`config.mk`:
```
export PLATFORM = sky130hd
export DESIGN_NAME = vna_norm
export DESIGN_NICKNAME = d
export VERILOG_FILES = /design/src/design/vna_pkg.sv /design/src/design/vna_norm.sv
export SDC_FILE = /design/constraint.sdc
export NUM_CORES = 2
export LEC_CHECK = 0
export ABC_CLOCK_PERIOD_IN_PS = 21800
export BUFFER_PORTS_ARGS = -buffer_cell sky130_fd_sc_hd__buf_2
export CAP_MARGIN = 40
export CORE_MARGIN = 3
export CORE_UTILIZATION = 38
export CTS_CLUSTER_SIZE = 20
export DETAILED_ROUTE_END_ITERATION = 6
export SLEW_MARGIN = 20
export SYNTH_ARGS = -nofsm -noshare
export SYNTH_HDL_FRONTEND = slang
export SYNTH_SLANG_ARGS = --single-unit
```
`constraint.sdc`:
```
create_clock -name clk -period 21.8 [get_ports clk]
set_input_delay 2.18 -clock clk [delete_from_list [all_inputs] [get_ports clk]]
set_output_delay 2.18 -clock clk [all_outputs]
set_load 0.02 [all_outputs]
```
`src/design/vna_pkg.sv`:
```
`timescale 1ns / 1ps

package vna_pkg;

    localparam int VERTEX_COUNT = 1024;
    localparam int IDX_W = $clog2(VERTEX_COUNT);
    localparam int POS_W = 16;
    localparam int SUM_W = 22;
    localparam int NRM_W = 16;
    localparam int VEC_W = 36;
    localparam int EDGE_W = POS_W + 1;
    localparam int PROD_W = 2 * EDGE_W;
    localparam int FRAC_BITS = 14;
    localparam int SQ_W = 62;
    localparam int LEN_W = 32;
    localparam int DIV_W = LEN_W + FRAC_BITS;
    localparam int Q_W = FRAC_BITS + 1;

    localparam logic [VEC_W-1:0] NORM_LOW = VEC_W'(1) << 29;
    localparam logic [VEC_W-1:0] NORM_HIGH = VEC_W'(1) << 30;
    localparam logic signed [SUM_W-1:0] SUM_MAX = {1'b0, {(SUM_W-1){1'b1}}};
    localparam logic signed [SUM_W-1:0] SUM_MIN = {1'b1, {(SUM_W-1){1'b0}}};

    typedef enum logic [1:0] {
        CMD_LOAD = 2'd0,
        CMD_TRI  = 2'd1,
        CMD_READ = 2'd2,
        CMD_NOP  = 2'd3
    } cmd_t;

    typedef struct packed {
        logic [1:0]         cmd;
        logic [9:0]         vertex;
        logic [9:0]         corner_b;
        logic [9:0]         corner_c;
        logic signed [15:0] pos_x;
        logic signed [15:0] pos_y;
        logic signed [15:0] pos_z;
    } req_t;

    typedef struct packed {
        logic [9:0]         vertex_out;
        logic signed [15:0] normal_x;
        logic signed [15:0] normal_y;
        logic signed [15:0] normal_z;
        logic               zero_normal;
    } rsp_t;

    typedef struct packed {
        logic signed [POS_W-1:0] x;
        logic signed [POS_W-1:0] y;
        logic signed [POS_W-1:0] z;
    } pos3_t;

    typedef struct packed {
        logic signed [SUM_W-1:0] x;
        logic signed [SUM_W-1:0] y;
        logic signed [SUM_W-1:0] z;
    } sum3_t;

    typedef struct packed {
        logic done;
        logic nonzero;
    } norm_stat_t;

    typedef enum logic [3:0] {
        S_IDLE,
        S_LOAD,
        S_TRD_A,
        S_TRD_B,
        S_TRD_C,
        S_TCAP,
        S_TMUL,
        S_NSTART,
        S_NWAIT,
        S_SUM_RD,
        S_SUM_WR,
        S_RD_REQ,
        S_RD_CAP,
        S_OUT
    } state_t;

    typedef enum logic [2:0] {
        N_IDLE,
        N_SHIFT,
        N_SQ,
        N_SQRT,
        N_DLOAD,
        N_DIV,
        N_DONE
    } nstate_t;

    function automatic logic in_range(input logic [9:0] v);
        return (32'(v) < VERTEX_COUNT);
    endfunction

    function automatic logic [IDX_W-1:0] to_idx(input logic [9:0] v);
        return IDX_W'(v);
    endfunction

    function automatic logic signed [SUM_W-1:0] sat_add(input logic signed [SUM_W-1:0] a,
                                                        input logic signed [NRM_W-1:0] b);
        logic signed [SUM_W:0] s;
        s = (SUM_W+1)'(a) + (SUM_W+1)'(b);
        if (s > (SUM_W+1)'(SUM_MAX))
            return SUM_MAX;
        else if (s < (SUM_W+1)'(SUM_MIN))
            return SUM_MIN;
        else
            return s[SUM_W-1:0];
    endfunction

endpackage

```
`src/design/vna_norm.sv`:
```
`timescale 1ns / 1ps

module vna_norm
    import vna_pkg::*;
(
    input  logic                   clk,
    input  logic                   rst_n,
    input  logic                   start,
    input  logic [2:0][VEC_W-1:0]  vec,
    output norm_stat_t             stat,
    output logic [2:0][NRM_W-1:0]  nrm
);

    nstate_t state_reg, state_next;
    logic [2:0][VEC_W-1:0] m_reg, m_next;
    logic [2:0]            sgn_reg, sgn_next;
    logic [1:0]            cnt_reg, cnt_next;
    logic [SQ_W-1:0]       p_reg, p_next;
    logic [SQ_W-1:0]       acc_reg, acc_next;
    logic [SQ_W-1:0]       root_reg, root_next;
    logic [SQ_W-1:0]       bit_reg, bit_next;
    logic [DIV_W-1:0]      rem_reg, rem_next;
    logic [DIV_W-1:0]      d_reg, d_next;
    logic [Q_W-1:0]        q_reg, q_next;
    logic [3:0]            dc_reg, dc_next;
    logic [2:0][NRM_W-1:0] nrm_reg, nrm_next;
    logic                  nz_reg, nz_next;
    logic [VEC_W-1:0]      big;
    logic [SQ_W-1:0]       trial;
    logic [LEN_W-1:0]      len;
    logic [VEC_W-1:0]      mag;

    always_comb
    begin
        big = m_reg[0];
        if (m_reg[1] > big)
            big = m_reg[1];
        if (m_reg[2] > big)
            big = m_reg[2];
    end

    assign trial = root_reg + bit_reg;
    assign len = root_reg[LEN_W-1:0];
    assign mag = m_reg[cnt_reg];

    always_ff @(posedge clk or negedge rst_n)
    begin
        if (!rst_n)
        begin
            state_reg <= N_IDLE;
        end
        else
        begin
            state_reg <= state_next;
        end
    end

    always_ff @(posedge clk)
    begin
        m_reg    <= m_next;
        sgn_reg  <= sgn_next;
        cnt_reg  <= cnt_next;
        p_reg    <= p_next;
        acc_reg  <= acc_next;
        root_reg <= root_next;
        bit_reg  <= bit_next;
        rem_reg  <= rem_next;
        d_reg    <= d_next;
        q_reg    <= q_next;
        dc_reg   <= dc_next;
        nrm_reg  <= nrm_next;
        nz_reg   <= nz_next;
    end

    always_comb
    begin
        state_next = state_reg;
        m_next     = m_reg;
        sgn_next   = sgn_reg;
        cnt_next   = cnt_reg;
        p_next     = p_reg;
        acc_next   = acc_reg;
        root_next  = root_reg;
        bit_next   = bit_reg;
        rem_next   = rem_reg;
        d_next     = d_reg;
        q_next     = q_reg;
        dc_next    = dc_reg;
        nrm_next   = nrm_reg;
        nz_next    = nz_reg;
        case (state_reg)
            N_IDLE:
            begin
                if (start)
                begin
                    for (int i = 0; i < 3; i++)
                    begin
                        sgn_next[i] = vec[i][VEC_W-1];
                        m_next[i] = vec[i][VEC_W-1] ? (~vec[i] + VEC_W'(1)) : vec[i];
                    end
                    if (vec == '0)
                    begin
                        nz_next = 1'b0;
                        nrm_next = '0;
                        state_next = N_DONE;
                    end
                    else
                    begin
                        nz_next = 1'b1;
                        state_next = N_SHIFT;
                    end
                end
            end
            N_SHIFT:
            begin
                if (big < NORM_LOW)
                begin
                    for (int i = 0; i < 3; i++)
                        m_next[i] = m_reg[i] << 1;
                end
                else if (big >= NORM_HIGH)
                begin
                    for (int i = 0; i < 3; i++)
                        m_next[i] = m_reg[i] >> 1;
                end
                else
                begin
                    cnt_next = '0;
                    acc_next = '0;
                    state_next = N_SQ;
                end
            end
            N_SQ:
            begin
                if (cnt_reg != 2'd3)
                    p_next = SQ_W'(mag[29:0] * mag[29:0]);
                if (cnt_reg != 2'd0)
                    acc_next = acc_reg + p_reg;
                cnt_next = cnt_reg + 2'd1;
                if (cnt_reg == 2'd3)
                begin
                    root_next = '0;
                    bit_next = SQ_W'(1) << 60;
                    state_next = N_SQRT;
                end
            end
            N_SQRT:
            begin
                if (acc_reg >= trial)
                begin
                    acc_next = acc_reg - trial;
                    root_next = (root_reg >> 1) + bit_reg;
                end
                else
                begin
                    root_next = root_reg >> 1;
                end
                bit_next = bit_reg >> 2;
                if (bit_reg == SQ_W'(1))
                begin
                    cnt_next = '0;
                    state_next = N_DLOAD;
                end
            end
            N_DLOAD:
            begin
                rem_next = (DIV_W'(m_reg[cnt_reg]) << FRAC_BITS) + DIV_W'(len >> 1);
                d_next = {len, {FRAC_BITS{1'b0}}};
                q_next = '0;
                dc_next = '0;
                state_next = N_DIV;
            end
            N_DIV:
            begin
                if (rem_reg >= d_reg)
                begin
                    rem_next = rem_reg - d_reg;
                    q_next = {q_reg[Q_W-2:0], 1'b1};
                end
                else
                begin
                    q_next = {q_reg[Q_W-2:0], 1'b0};
                end
                d_next = d_reg >> 1;
                dc_next = dc_reg + 4'd1;
                if (dc_reg == 4'(Q_W - 1))
                begin
                    nrm_next[cnt_reg] = sgn_reg[cnt_reg] ? (~NRM_W'(q_next) + NRM_W'(1))
                                                         : NRM_W'(q_next);
                    if (cnt_reg == 2'd2)
                    begin
                        state_next = N_DONE;
                    end
                    else
                    begin
                        cnt_next = cnt_reg + 2'd1;
                        state_next = N_DLOAD;
                    end
                end
            end
            N_DONE:
            begin
                state_next = N_IDLE;
            end
            default:
            begin
                state_next = N_IDLE;
            end
        endcase
    end

    assign stat.done = (state_reg == N_DONE);
    assign stat.nonzero = nz_reg;
    assign nrm = nrm_reg;

endmodule
```
==> results.md <==
* Fillers at 16300
* Die height at 416 microns
* Vias in the first global route at 51900
* Clock latency on the worst-skew pair at 0.70 ns
* TritonCTS Sinks at 489
* Critical path arrival at 11.28 ns
* Crit-path slowest cell: clkinv_1
* Area contributors post-synth: edfxtp_1 23%, fa_1 22%, ha_1 11%, inv_1 5.8%, xnor2_1 4.0%
* FF-to-FF setup slack at 10.92 ns
* Synth Area in Simple Gates at 12.8%
* H-tree levels at 2
* Post-synth EDFFs at 486
* Final period utilization at 49.9%
* Syn Nets at 8306
* CP max stage delay at 0.95 ns
* Setup_tns at 0 ns
* Post-synth top cells: 982 x inv_1, 702 x fa_1, 624 x nor2_1
* ANT nets after route at 0
* Critical Path Start: cnt_reg[1]
* GPL Wtd Cong at 0.928
* Critical Path Sink Type: flop
* Synth warn at 0
* Die width at 416 microns
* Share of cells above drive strength 1 at 6.31%
* Area occupied by multi-input gates at 0.0446 sq mm
* GRT overflow at 0
* Yosys top cell area share at 22.9%
* Synth-to-layout area growth at 9.03%
* Max reg flops at 108
* DRC errors left at 0
* Seq/Total Area, Yosys at 23.0%
* Initial DRC count at 4277
* Netlist cell types at 88
* Initial Util at 38.5%
* Clk_skew at 0.0585 ns
* Commonest register cell after synthesis: edfxtp_1
* Clk slew on worst S/H paths at 0.06 ns
* Total wire length at 194000 microns
* Slew margin rel. at 32.4%
* Post-synthesis register bit count at 489
* HPWL after DPL at 151000 microns
* Crit Path Category: reg -> reg
* Worst r2r dst: p_reg[59]
* Final net count at 8366
* Setup crit start kind: flop
* Most Frequent Cell on Critical Path: fa_1
* Final Critical Period at 10.88 ns
* Mean area per synthesized cell at 9.23 sq um
* Cts-stage hold buffer count at 0
* Final hold vios at 0
* I/O Buffers at 160
* Vias at 50700
* CP endpoint: p_reg[59]
* Post-Synth Adder-Cell Area at 33.3%
* Critical path data required time at 22.20 ns
* Max Fclk at 91.9 MHz
* Met1 Wirelength at 85100 microns
* Count leader, synth: inv_1
* Synth Area in Compound Gates at 14.4%
* DRT Pass-1 Iters at 6
* Pin count of the biggest net entering global routing at 206
* Core Region at 0.166 sq mm
* R2R Path Start: cnt_reg[1]
* CTS Buf Count at 61
* Final setup vio count at 0
* Worst slew pin tran at 1.01 ns
* Status: finished clean
* PostCTS Resize Cnt at 0
* Register area at 0.0147 sq mm
* R2r worst-path depth at 32
* All-Layer GR Usage at 22.3%
* Met2 WL post-DR at 89400 microns
* CTS tree: done
* Max cap viols at 0
* Io pins at 161
* Row count at 149
* First-pass GRT wire length at 304000 microns
* Initial antenna violation count at 3
* Area of the mapped netlist at 0.0638 sq mm
* Xor and xnor area share after synthesis at 6.01%
* Post-synth ARST share at 0.613%
* Hold WC Path Type: reg -> reg
* Area leader, netlist: edfxtp_1
* Met3 WL at 11900 microns
* Clock buffer depth at 3
* Via/cell ratio at 5.50
* Multiplexer share of the synthesized area at 3.07%
* Die area at 0.173 sq mm
* Crit path max fanout at 37
* Postcts setup bufs at 0
* Root buffer cell: clkbuf_16
* Max-slew violation count at 0
* RSZ-0062 raised after global routing: no
* Wirelength per Cell at 21.1 microns
* Max layer used: met5
* Post-Syn Instances at 6916
* Largest family of logic cells by synthesized area: adder cells
[area by class of cell]
class / count / share of cell area, %
Clock buffer: 71 / 2.25
Tap cell: 2189 / 3.94
Multi-Input combinational cell: 5172 / 64.1
Inverter: 992 / 5.35
Antenna cell: 3 / 0.0108
Timing Repair Buffer: 260 / 2.52
Clock inverter: 42 / 0.759
Sequential cell: 489 / 21.1
[cell usage in the layout, fill, tap and decap left out, drive strengths merged, types with 21 or more instances in the layout]
master	synthesis	layout
xor2	149	149
nor3	68	68
nor2b	56	56
and2	52	52
or3	52	52
mux2i	191	191
inv	982	986
and3	50	50
o41ai	21	21
o21a	29	29
buf	36	258
nand2b	49	49
a211oi	71	71
ha	577	577
xnor2	289	289
o21bai	65	65
nand2	569	569
fa	702	702
nand3	89	89
clkinv	10	32
a21o	189	189
o31ai	54	54
nand4	71	71
a21oi	455	455
nor4	33	33
nor2	625	625
o22ai	66	66
clkbuf	227	73
o21ai	291	291
edfxtp	486	486
a31oi	86	86
[layer usage]
layer | vias to the layer above | track usage, %
li1 | 23700 | -
met1 | 25100 | 29.9
met2 | 1595 | 36.4
met3 | 324 | 3.60
met4 | 2 | 8.28
met5 | - | 0
[worst max-delay path, delay by kind of cell, from the launching register on]
kind | cells | cell delay (ns)
fa+ha+maj | 9 | 4.24
buf+inv | 8 | 2.11
flops | 1 | 0.32
xor+xnor | 1 | 0.18
compound gates | 12 | 3.15
simple gates | 2 | 0.59
[kinds of logic after synthesis]
| kind of cell | after synthesis |
|---|---|
| simple gates | 1795 |
| buf+inv | 1255 |
| mux | 195 |
| compound gates | 1465 |
| xor+xnor | 438 |
| flops | 489 |
| fa+ha+maj | 1279 |
[how the worst min path moves through the flow]
stage / from / to / slack, ns / cells past startpoint
6_report: d_reg[6] / d_reg[5] / 0.56 / 2
5_1_grt: d_reg[31] / d_reg[30] / 0.59 / 2
4_1_cts: d_reg[6] / d_reg[5] / 0.57 / 2
3_5_place_dp: d_reg[6] / d_reg[5] / 0.55 / 2
3_3_place_gp: d_reg[31] / d_reg[30] / 0.54 / 2
2_1_floorplan: d_reg[31] / d_reg[30] / 0.52 / 2
[metrics by stage]
step / util, % / hold slack (ns) / worst slack [ns] / instances / area, sq um
2_1_floorplan: - / 0.522 / 12.17 / 6916 / 63800
3_3_place_gp: 40.5 / 0.543 / 11.17 / 9084 / 67200
3_5_place_dp: 40.6 / 0.551 / 11.02 / 9096 / 67400
4_1_cts: 41.9 / 0.566 / 11.01 / 9209 / 69500
5_1_grt: 41.9 / 0.589 / 10.38 / 9217 / 69600
6_report: 41.9 / 0.560 / 10.92 / 9218 / 69600
Power is not shown: default switching activity piles up to over one toggle a cycle in this logic, so the estimate is an artifact.
